**config.mk**
```make
export PLATFORM = sky130hd
export DESIGN_NAME = http_response_framer_core
export DESIGN_NICKNAME = d
export VERILOG_FILES = /design/src/hw/rtl/hrf_pkg.sv /design/src/hw/rtl/hrf_parse.sv /design/src/hw/rtl/hrf_out_stage.sv /design/src/hw/rtl/http_response_framer_core.sv
export VERILOG_INCLUDE_DIRS = /design/src /design/src/hw/rtl
export SDC_FILE = /design/constraint.sdc
export NUM_CORES = 1
export LEC_CHECK = 0
export BUFFER_PORTS_ARGS = -buffer_cell sky130_fd_sc_hd__buf_2
export CAP_MARGIN = 20
export CORE_MARGIN = 2
export CORE_UTILIZATION = 45
export CTS_CLUSTER_DIAMETER = 150
export DETAILED_ROUTE_END_ITERATION = 6
export GPL_TIMING_DRIVEN = 0
export PLACE_DENSITY_LB_ADDON = 0.3
export SYNTH_ARGS = -nofsm -noshare
export SYNTH_HDL_FRONTEND = slang
export SYNTH_SLANG_ARGS = --single-unit
```
**constraint.sdc**
```tcl
create_clock -name clock -period 10.6 [get_ports clock]
set_clock_uncertainty 0.05 [all_clocks]
set_input_delay 2.12 -clock clock [delete_from_list [all_inputs] [get_ports clock]]
set_output_delay 2.12 -clock clock [all_outputs]
set_load 0.02 [all_outputs]
```
**src/hw/rtl/http_response_framer_core_defines.svh**
```systemverilog
// Assertion macros shared by the response framer modules.
`ifndef HTTP_RESPONSE_FRAMER_CORE_DEFINES_SVH
`define HTTP_RESPONSE_FRAMER_CORE_DEFINES_SVH

// Same-cycle implication, disabled while reset is high.
`define HRF_ASSERT_NOW(label, clk, rst, ante, cons, msg) \
   label: assert property (@(posedge clk) disable iff (rst) (ante) |-> (cons)) \
      else $error(msg);

// Next-cycle implication, disabled while reset is high.
`define HRF_ASSERT_NEXT(label, clk, rst, ante, cons, msg) \
   label: assert property (@(posedge clk) disable iff (rst) (ante) |=> (cons)) \
      else $error(msg);

`endif

```
**src/hw/rtl/hrf_pkg.sv**
```systemverilog
package hrf_pkg;

   // Longest line, in bytes, that the parser accepts.
   localparam int unsigned MAX_LINE = 8192;
   localparam int unsigned LINE_POS_W = $clog2(MAX_LINE + 1);

   // Header key that selects the body length.
   localparam int unsigned KEY_LEN = 15;
   localparam int unsigned KEY_IDX_W = $clog2(KEY_LEN);

   localparam int unsigned LEN_W = 31;
   localparam int unsigned LEN_PROD_W = LEN_W + 4;
   localparam int unsigned STATUS_W = 10;
   localparam int unsigned STATUS_PROD_W = STATUS_W + 4;

   localparam logic [7:0] WS_MAX = 8'h20;
   localparam logic [7:0] LF = 8'h0a;
   localparam logic [7:0] CHAR_0 = 8'h30;
   localparam logic [7:0] CHAR_9 = 8'h39;
   localparam logic [STATUS_W-1:0] STATUS_MAX = 10'd999;

   typedef enum logic [1:0] {
      ROLE_STATUS = 2'd0,
      ROLE_HEADER = 2'd1,
      ROLE_BODY = 2'd2,
      ROLE_IGNORED = 2'd3
   } role_type;

   typedef enum logic [2:0] {
      ERR_NONE = 3'd0,
      ERR_STATUS_DIGIT = 3'd1,
      ERR_STATUS_MISSING = 3'd2,
      ERR_LENGTH = 3'd3,
      ERR_LINE_LONG = 3'd4
   } error_type;

   typedef enum logic [4:0] {
      PH_STATUS = 5'b00001,
      PH_HEADER = 5'b00010,
      PH_BODY = 5'b00100,
      PH_DONE = 5'b01000,
      PH_ERROR = 5'b10000
   } phase_type;

   typedef enum logic [5:0] {
      ST_LEAD = 6'b000001,
      ST_PROTO = 6'b000010,
      ST_GAP = 6'b000100,
      ST_DIGITS = 6'b001000,
      ST_AFTER = 6'b010000,
      ST_BAD = 6'b100000
   } status_step_type;

   typedef enum logic [3:0] {
      LT_LEAD = 4'b0001,
      LT_DIGITS = 4'b0010,
      LT_TRAIL = 4'b0100,
      LT_BAD = 4'b1000
   } length_step_type;

   typedef struct packed {
      logic restart;
      logic [7:0] rx_byte;
   } req_type;

   typedef struct packed {
      logic [7:0] data_byte;
      role_type byte_role;
      logic [STATUS_W-1:0] status_code;
      logic [LEN_W-1:0] body_remaining;
      logic done_res;
      error_type error_code;
   } rsp_type;

   // Characters of the length header key, indexed from the line start.
   function automatic logic [7:0] key_char(input logic [KEY_IDX_W-1:0] idx);
      logic [7:0] ch;
      unique case (idx)
         4'd0: ch = 8'h43;
         4'd1: ch = 8'h6f;
         4'd2: ch = 8'h6e;
         4'd3: ch = 8'h74;
         4'd4: ch = 8'h65;
         4'd5: ch = 8'h6e;
         4'd6: ch = 8'h74;
         4'd7: ch = 8'h2d;
         4'd8: ch = 8'h4c;
         4'd9: ch = 8'h65;
         4'd10: ch = 8'h6e;
         4'd11: ch = 8'h67;
         4'd12: ch = 8'h74;
         4'd13: ch = 8'h68;
         4'd14: ch = 8'h3a;
         default: ch = 8'h00;
      endcase
      return ch;
   endfunction

endpackage

```
**src/hw/rtl/hrf_parse.sv**
```systemverilog
`include "http_response_framer_core_defines.svh"

module hrf_parse
   import hrf_pkg::*;
(
   input logic clock,
   input logic reset,
   input logic accept,
   input req_type req,
   output rsp_type rsp_next
);

   phase_type phase_ff, phase_in;
   status_step_type status_step_ff, status_step_in;
   logic [STATUS_W-1:0] status_value_ff, status_value_in;
   logic [LINE_POS_W-1:0] line_pos_ff, line_pos_in;
   logic prefix_ff, prefix_in;
   length_step_type length_step_ff, length_step_in;
   logic [LEN_W-1:0] length_accum_ff, length_accum_in;
   logic [LEN_W-1:0] body_left_ff, body_left_in;
   error_type error_ff, error_in;

   // State as seen by this beat, after an optional restart.
   phase_type cur_phase;
   status_step_type cur_status_step;
   logic [STATUS_W-1:0] cur_status_value;
   logic [LINE_POS_W-1:0] cur_line_pos;
   logic cur_prefix;
   length_step_type cur_length_step;
   logic [LEN_W-1:0] cur_length_accum;
   logic [LEN_W-1:0] cur_body_left;
   error_type cur_error;

   logic [7:0] rx;
   logic is_ws;
   logic is_digit;
   logic [3:0] digit;
   logic [STATUS_PROD_W-1:0] status_ext;
   logic [STATUS_PROD_W-1:0] status_prod;
   logic [LEN_PROD_W-1:0] length_ext;
   logic [LEN_PROD_W-1:0] length_prod;
   status_step_type status_step_upd;
   logic [STATUS_W-1:0] status_value_upd;
   length_step_type length_step_upd;
   logic [LEN_W-1:0] length_accum_upd;
   logic [LEN_W-1:0] body_dec;
   role_type role;

   assign rx = req.rx_byte;
   assign is_ws = (rx <= WS_MAX);
   assign is_digit = (rx >= CHAR_0) && (rx <= CHAR_9);
   assign digit = rx[3:0];

   // A restart replaces the stored state by its reset values.
   always_comb begin
      if (req.restart) begin
         cur_phase = PH_STATUS;
         cur_status_step = ST_LEAD;
         cur_status_value = '0;
         cur_line_pos = '0;
         cur_prefix = 1'b1;
         cur_length_step = LT_LEAD;
         cur_length_accum = '0;
         cur_body_left = '0;
         cur_error = ERR_NONE;
      end else begin
         cur_phase = phase_ff;
         cur_status_step = status_step_ff;
         cur_status_value = status_value_ff;
         cur_line_pos = line_pos_ff;
         cur_prefix = prefix_ff;
         cur_length_step = length_step_ff;
         cur_length_accum = length_accum_ff;
         cur_body_left = body_left_ff;
         cur_error = error_ff;
      end
   end

   // Decimal accumulation: value times ten as two shifts plus the digit.
   assign status_ext = {4'b0, cur_status_value};
   assign status_prod = (status_ext << 3) + (status_ext << 1) + {{(STATUS_PROD_W-4){1'b0}}, digit};
   assign length_ext = {4'b0, cur_length_accum};
   assign length_prod = (length_ext << 3) + (length_ext << 1) + {{(LEN_PROD_W-4){1'b0}}, digit};

   // Status token scanner.
   always_comb begin
      status_step_upd = cur_status_step;
      status_value_upd = cur_status_value;
      unique case (cur_status_step)
         ST_LEAD: begin
            if (!is_ws) status_step_upd = ST_PROTO;
         end
         ST_PROTO: begin
            if (is_ws) status_step_upd = ST_GAP;
         end
         ST_GAP, ST_DIGITS: begin
            if (is_ws) begin
               if (cur_status_step == ST_DIGITS) status_step_upd = ST_AFTER;
            end else if (!is_digit) begin
               status_step_upd = ST_BAD;
            end else if (status_prod > {4'b0, STATUS_MAX}) begin
               status_step_upd = ST_BAD;
            end else begin
               status_value_upd = status_prod[STATUS_W-1:0];
               status_step_upd = ST_DIGITS;
            end
         end
         ST_AFTER, ST_BAD: begin
         end
         default: begin
         end
      endcase
   end

   // Length value scanner.
   always_comb begin
      length_step_upd = cur_length_step;
      length_accum_upd = cur_length_accum;
      unique case (cur_length_step)
         LT_LEAD, LT_DIGITS: begin
            if (is_ws) begin
               if (cur_length_step == LT_DIGITS) length_step_upd = LT_TRAIL;
            end else if (!is_digit) begin
               length_step_upd = LT_BAD;
            end else if (length_prod[LEN_PROD_W-1:LEN_W] != '0) begin
               length_step_upd = LT_BAD;
            end else begin
               length_accum_upd = length_prod[LEN_W-1:0];
               length_step_upd = LT_DIGITS;
            end
         end
         LT_TRAIL: begin
            if (!is_ws) length_step_upd = LT_BAD;
         end
         LT_BAD: begin
         end
         default: begin
         end
      endcase
   end

   assign body_dec = cur_body_left - {{(LEN_W-1){1'b0}}, (cur_body_left != '0)};

   // Per-byte framing decision.
   always_comb begin
      phase_in = cur_phase;
      status_step_in = cur_status_step;
      status_value_in = cur_status_value;
      line_pos_in = cur_line_pos;
      prefix_in = cur_prefix;
      length_step_in = cur_length_step;
      length_accum_in = cur_length_accum;
      body_left_in = cur_body_left;
      error_in = cur_error;
      role = ROLE_IGNORED;
      priority if (cur_phase == PH_STATUS || cur_phase == PH_HEADER) begin
         role = (cur_phase == PH_STATUS) ? ROLE_STATUS : ROLE_HEADER;
         priority if (cur_line_pos >= LINE_POS_W'(MAX_LINE)) begin
            phase_in = PH_ERROR;
            error_in = ERR_LINE_LONG;
         end else if (rx == LF) begin
            if (cur_phase == PH_STATUS) begin
               priority if (cur_status_step == ST_BAD) begin
                  phase_in = PH_ERROR;
                  error_in = ERR_STATUS_DIGIT;
               end else if (cur_status_value == '0) begin
                  phase_in = PH_ERROR;
                  error_in = ERR_STATUS_MISSING;
               end else begin
                  phase_in = PH_HEADER;
               end
            end else begin
               // Commit the length at the end of a matching header line.
               if (cur_prefix && cur_line_pos >= LINE_POS_W'(KEY_LEN)) begin
                  if (length_step_upd == LT_DIGITS || length_step_upd == LT_TRAIL) begin
                     body_left_in = length_accum_upd;
                  end else begin
                     phase_in = PH_ERROR;
                     error_in = ERR_LENGTH;
                  end
               end
               // The empty line closes the headers.
               if (phase_in == PH_HEADER && cur_line_pos == LINE_POS_W'(1)) begin
                  phase_in = (body_left_in == '0) ? PH_DONE : PH_BODY;
               end
            end
            line_pos_in = '0;
            prefix_in = 1'b1;
            length_step_in = LT_LEAD;
            length_accum_in = '0;
         end else begin
            if (cur_phase == PH_STATUS) begin
               status_step_in = status_step_upd;
               status_value_in = status_value_upd;
            end else if (cur_line_pos < LINE_POS_W'(KEY_LEN)) begin
               if (rx != key_char(cur_line_pos[KEY_IDX_W-1:0])) prefix_in = 1'b0;
            end else if (cur_prefix) begin
               length_step_in = length_step_upd;
               length_accum_in = length_accum_upd;
            end
            line_pos_in = cur_line_pos + LINE_POS_W'(1);
         end
      end else if (cur_phase == PH_BODY) begin
         role = ROLE_BODY;
         body_left_in = body_dec;
         if (body_dec == '0) phase_in = PH_DONE;
      end else begin
         // Done and error phases ignore the byte and keep their state.
      end
   end

   // Result of this beat, taken from the updated state.
   always_comb begin
      rsp_next.data_byte = rx;
      rsp_next.byte_role = role;
      rsp_next.status_code = status_value_in;
      rsp_next.body_remaining = body_left_in;
      rsp_next.done_res = (phase_in == PH_DONE);
      rsp_next.error_code = error_in;
   end

   // Parse state advances once per accepted beat.
   always_ff @(posedge clock) begin
      if (reset) begin
         phase_ff <= PH_STATUS;
         status_step_ff <= ST_LEAD;
         status_value_ff <= '0;
         line_pos_ff <= '0;
         prefix_ff <= 1'b1;
         length_step_ff <= LT_LEAD;
         length_accum_ff <= '0;
         body_left_ff <= '0;
         error_ff <= ERR_NONE;
      end else if (accept) begin
         phase_ff <= phase_in;
         status_step_ff <= status_step_in;
         status_value_ff <= status_value_in;
         line_pos_ff <= line_pos_in;
         prefix_ff <= prefix_in;
         length_step_ff <= length_step_in;
         length_accum_ff <= length_accum_in;
         body_left_ff <= body_left_in;
         error_ff <= error_in;
      end
   end

   `HRF_ASSERT_NOW(a_error_phase, clock, reset, error_ff != ERR_NONE, phase_ff == PH_ERROR, "error latched outside error phase")
   `HRF_ASSERT_NEXT(a_done_sticky, clock, reset, accept && !req.restart && phase_ff == PH_DONE, phase_ff == PH_DONE && body_left_ff == '0, "done state left without restart")
   `HRF_ASSERT_NOW(a_line_bound, clock, reset, 1'b1, line_pos_ff <= LINE_POS_W'(MAX_LINE), "line position beyond buffer size")

endmodule

```
**src/hw/rtl/hrf_out_stage.sv**
```systemverilog
`include "http_response_framer_core_defines.svh"

module hrf_out_stage
   import hrf_pkg::*;
(
   input logic clock,
   input logic reset,
   input logic in_load,
   input rsp_type in_data,
   output logic in_full,
   output logic rsp_valid,
   input logic rsp_stall,
   output rsp_type rsp_data
);

   logic main_valid_ff, main_valid_in;
   logic skid_valid_ff, skid_valid_in;
   rsp_type main_ff, main_in;
   rsp_type skid_ff, skid_in;
   logic drain;

   assign drain = main_valid_ff && !rsp_stall;

   // Output register with one skid entry behind it.
   always_comb begin
      main_valid_in = main_valid_ff;
      skid_valid_in = skid_valid_ff;
      main_in = main_ff;
      skid_in = skid_ff;
      priority if (skid_valid_ff) begin
         if (drain) begin
            main_in = skid_ff;
            skid_valid_in = 1'b0;
         end
      end else if (in_load) begin
         if (!main_valid_ff || drain) begin
            main_in = in_data;
            main_valid_in = 1'b1;
         end else begin
            skid_in = in_data;
            skid_valid_in = 1'b1;
         end
      end else if (drain) begin
         main_valid_in = 1'b0;
      end else begin
         // Nothing arrives and nothing leaves.
      end
   end

   always_ff @(posedge clock) begin
      if (reset) begin
         main_valid_ff <= 1'b0;
         skid_valid_ff <= 1'b0;
      end else begin
         main_valid_ff <= main_valid_in;
         skid_valid_ff <= skid_valid_in;
      end
   end

   always_ff @(posedge clock) begin
      main_ff <= main_in;
      skid_ff <= skid_in;
   end

   assign in_full = skid_valid_ff;
   assign rsp_valid = main_valid_ff;
   assign rsp_data = main_ff;

   `HRF_ASSERT_NOW(a_skid_behind_main, clock, reset, skid_valid_ff, main_valid_ff, "skid entry held with empty output register")
   `HRF_ASSERT_NEXT(a_stalled_holds, clock, reset, main_valid_ff && rsp_stall, main_valid_ff && $stable(main_ff), "stalled output beat changed")

endmodule

```
**src/hw/rtl/http_response_framer_core.sv**
```systemverilog
// Channel  Direction  Handshake            Beat
// req      in         req_valid/req_stall  req_type: restart, rx_byte
// rsp      out        rsp_valid/rsp_stall  rsp_type: byte, role, status, length, done, error
//
// One byte per cycle while req_stall is low; each accepted beat's result is registered.
// The parse state and the output register are the only stages; the output
// register has one skid entry, so req_stall rises only once two results wait.
// Reset is synchronous and active high; it clears the parse state and empties
// the output stage. The restart bit in a beat clears the parse state for that beat.

module http_response_framer_core
   import hrf_pkg::*;
(
   input logic clock,
   input logic reset,
   input logic req_valid,
   output logic req_stall,
   input req_type req_data,
   output logic rsp_valid,
   input logic rsp_stall,
   output rsp_type rsp_data
);

   logic accept;
   logic out_full;
   rsp_type rsp_next;

   // A beat is taken whenever the skid entry is free.
   assign req_stall = out_full;
   assign accept = req_valid && !out_full;

   hrf_parse u_parse (
      .clock(clock),
      .reset(reset),
      .accept(accept),
      .req(req_data),
      .rsp_next(rsp_next)
   );

   hrf_out_stage u_out (
      .clock(clock),
      .reset(reset),
      .in_load(accept),
      .in_data(rsp_next),
      .in_full(out_full),
      .rsp_valid(rsp_valid),
      .rsp_stall(rsp_stall),
      .rsp_data(rsp_data)
   );

endmodule
```
==> flow_summary.ini <==
[outcome]
outcome = completed

[sta]
holdWs_ns = 0.4178
setup_viol_count_final = 0
max_slew.worst_pin.slew_ns = 1.162
max_slew_margin = 0.2155
hold_viol_final = 0
max_freq_ghz = 0.09569
final_period_minus_worst_setup_slack_ns = 10.45
count_of_pins_over_their_slew_limit = 0
timing.final.crit_share = 0.9859
tns_ns = 0
unrepaired_setup_endpoints_after_global_routing = no

[logic_synthesis]
yosys.area_share.simple = 0.2105
mappedNetlistNets = 1834
synth_edf_count = 110
yosys-mux-area-fraction = 0.05566
yosysMostFrequentCell = sky130_fd_sc_hd__nor2_1
post_synth_xor_area_fraction = 0.02871
synth_area_per_cell_um2 = 8.636
syn_area_um2 = 14950
ys.flop_type = sky130_fd_sc_hd__edfxtp_1
ys_top_cells_by_count = sky130_fd_sc_hd__nor2_1 (208), sky130_fd_sc_hd__nand2_1 (146), sky130_fd_sc_hd__a21oi_1 (126)
synthesis.instances = 1731
synth.yosys.seq_area_share = 0.3643
yosys.area.top_type = sky130_fd_sc_hd__edfxtp_1
ys_warn_count = 0
yosys.area_share.adder = 0.07684
synth_cell_types = 94
synth_compound_area_frac = 0.2191
synth.top_cells.by_area = sky130_fd_sc_hd__edfxtp_1 (22%), sky130_fd_sc_hd__dfxtp_1 (14%), sky130_fd_sc_hd__ha_1 (7.3%)
synth_largest_type_area_fraction = 0.2210
synth_top_family_by_area = compound AO/OA/AOI/OAI gates
postSynth.asyncResetShare = 0
postSynthRegisterBits = 217

[placement]
gp_congestion = 0.9617
placed_cells_incl_taps = 2243
dp_hpwl_um = 40790
port_buffers = 68

[worst_setup_path]
worstPathRequired_ns = 10.82
crit_path_cell_trace = buf_2, buf_2, buf_2, buf_4, clkbuf_1, clkbuf_1, clkbuf_1, clkbuf_1, nor2b_1, ha_1, ha_1, clkbuf_1, a21oi_1, o2111a_1, o31ai_1, and2_0, a2111oi_0, nor2_1, or2_1, buf_6, mux2i_1, o21ai_0, mux2_2
critPathMostFrequentCell = sky130_fd_sc_hd__clkbuf_1
start_kind = input port
worst_r2r_startpoint = u_parse.body_left_ff[12]
critical_path.slowest_cell = sky130_fd_sc_hd__clkbuf_1
worst_path_largest_cell_delay_ns = 0.78
launching_element_of_the_worst_setup_path = req_data[8]
critical_path_capture_point_type = flip-flop
timing.setup.critical_path_class = input port to flip-flop
arrival_ns = 10.67
timing.critical_path.fanout_max = 10

[grt]
antenna_found_initial = 1
grt_start_max_net_pins = 35
grt_first_pass_wirelength_um = 81430
grt_util_all_layers = 0.3100
first_global_vias = 13400
grt_residual_overflow = 0

[worst_hold_path]
hold_class = flip-flop to flip-flop
min_from = u_parse.length_accum_ff[9]

[power]
pwr_density_cell_nw_per_um2 = 130.2
p_leak_nw = 6.600
max-vdd-ir-drop_v = 0.0001005

[cells_and_area]
synthToLayoutAreaGrowth_pct = 11.63
inserted_diodes = 0
multi_input_area_um2 = 8843
drive_above_1_share = 0.1247
combined_flip_flop_and_latch_cell_area_um2 = 5445
num-nets-final = 1930
post_layout_nonfiller_instances = 2287
fill_cells = 3151

[cts]
post_cts.repair.setup_buffers = 0
cts.sink_count = 217
post_cts_hold_buffer_count = 0
ctsRootBufferMaster = sky130_fd_sc_hd__clkbuf_16
clkTransAtPathRegs_ns = 0.06
max-clock-path-buffers = 3
tritoncts = done
clock_insertion_delay_worst_skew_ns = 0.55
cts_made_buffers = 24
post_cts_resize_count = 0
h_tree_levels = 1

[floorplanning]
core_area_um2 = 32620
initial_core_util = 0.4583
number_of_top_level_pins = 70
area_enclosed_by_the_die_boundary_um2 = 34690
placement_rows = 66
die_y_um = 186.3
dieWidth_um = 186.3

[detailed_routing]
top_layer = met4
drt-total-wl_um = 54280
drt_iter0_drc = 1581
drcViolationCount = 0
wl_met3_um = 5462
wl_met1_um = 22250
drtPass1Iterations = 6
routed_wire_length_per_instance_um = 23.74
wl_met2_um = 23820
num_vias = 14523
antenna_violation_net_count_after_detailed_routing = 0
vias_per_cell = 6.350

[flow_run]
maxCapViolations = 0
area by class of cell:
type / count / area share
inverter: 53 / 0.01192
clock inverter: 16 / 0.008698
multi-input combinational: 1348 / 0.5300
sequential: 217 / 0.3263
tap: 442 / 0.03314
timing repair buffer: 70 / 0.02280
clock buffer: 28 / 0.03877
buffer: 113 / 0.02834
logic make-up (layout without fill, tap and decap cells):
kind of cell / count (synthesis) / in the layout
AOI/OAI and AO/OA: 498 / 498
xor gates and xnor gates: 49 / 49
adders and majority gates: 90 / 90
buffers and inverters: 166 / 280
DFF: 217 / 217
muxes: 75 / 75
and+or+nand+nor: 636 / 636
routing by layer:
| metal | global-route usage | up-vias |
|---|---|---|
| met5 | 0 | - |
| met4 | 0.1373 | 0 |
| met3 | 0.06367 | 186 |
| met2 | 0.4952 | 838 |
| met1 | 0.4059 | 6918 |
| li1 | - | 6581 |
metrics by stage:
stage	cell area [um2]	power [mW]	utilization	setup WS, ns
after floorplan	14950	1.190	-	3.187
after CTS	16690	2.162	0.5115	0.6279
after global placement	15840	1.317	0.4857	0.1165
after detailed placement	15890	1.320	0.4873	0.09388
after global routing	16690	2.233	0.5115	0.1135
final	16690	2.172	0.5115	0.1493
cells in the final DEF, fill, tap and decap left out, types with 23 or more instances in the layout:
cell	synthesis	routed
sky130_fd_sc_hd__dfxtp_1	107	107
sky130_fd_sc_hd__a31oi_1	29	29
sky130_fd_sc_hd__clkbuf_16	0	25
sky130_fd_sc_hd__nor2_1	208	208
sky130_fd_sc_hd__xnor2_1	26	26
sky130_fd_sc_hd__buf_2	18	86
sky130_fd_sc_hd__nor2b_1	60	60
sky130_fd_sc_hd__nor3_1	49	49
sky130_fd_sc_hd__o21a_1	38	38
sky130_fd_sc_hd__xor2_1	23	23
sky130_fd_sc_hd__a21oi_1	126	125
sky130_fd_sc_hd__clkbuf_1	80	82
sky130_fd_sc_hd__nand2_1	146	146
sky130_fd_sc_hd__ha_1	87	87
sky130_fd_sc_hd__nand3_1	30	30
sky130_fd_sc_hd__edfxtp_1	110	110
sky130_fd_sc_hd__inv_1	53	53
sky130_fd_sc_hd__mux2_2	55	55
sky130_fd_sc_hd__o21ai_0	110	110
sky130_fd_sc_hd__nand4_1	25	25
state kept, by name (all words and copies together), names as in the netlist:
| register | count |
|---|---|
| u_parse.error_ff | 3 |
| u_parse.status_step_ff | 6 |
| u_parse.length_step_ff | 4 |
| u_parse.length_accum_ff | 31 |
| u_parse.prefix_ff | 1 |
| u_out.in_full | 1 |
| u_parse.phase_ff | 5 |
| u_out.rsp_valid | 1 |
| u_out.rsp_data | 55 |
| u_parse.line_pos_ff | 14 |
| u_parse.status_value_ff | 10 |
| u_out.skid_ff | 55 |
| u_parse.body_left_ff | 31 |
power by group:
part / switching [mW] / internal (mW) / total, mW / leakage (nW)
registers: 0.0209 / 0.922 / 0.943 / 1.94
logic: 0.259 / 0.112 / 0.371 / 4.27
clock network: 0.370 / 0.488 / 0.858 / 0.390
total: 0.650 / 1.52 / 2.17 / 6.60
critical path, delay by kind of cell:
| kind | cells | cell delay (ns) |
|---|---|---|
| compound gates | 5 | 1.13 |
| simple gates | 4 | 1.39 |
| buf+inv | 10 | 4.60 |
| mux | 2 | 0.78 |
| fa+ha+maj | 2 | 0.62 |
path summary, 6_finish.rpt:
path,endpoint,slack (ns),depth (start not counted)
worst max-delay path,u_out.rsp_data[8],0.15,23
worst min-delay path,u_parse.length_accum_ff[9],0.42,2
worst max register to register,u_out.rsp_data[3],4.78,17
worst min register to register,u_parse.length_accum_ff[9],0.42,2
Note: power is estimated with default switching activity, not from simulation.
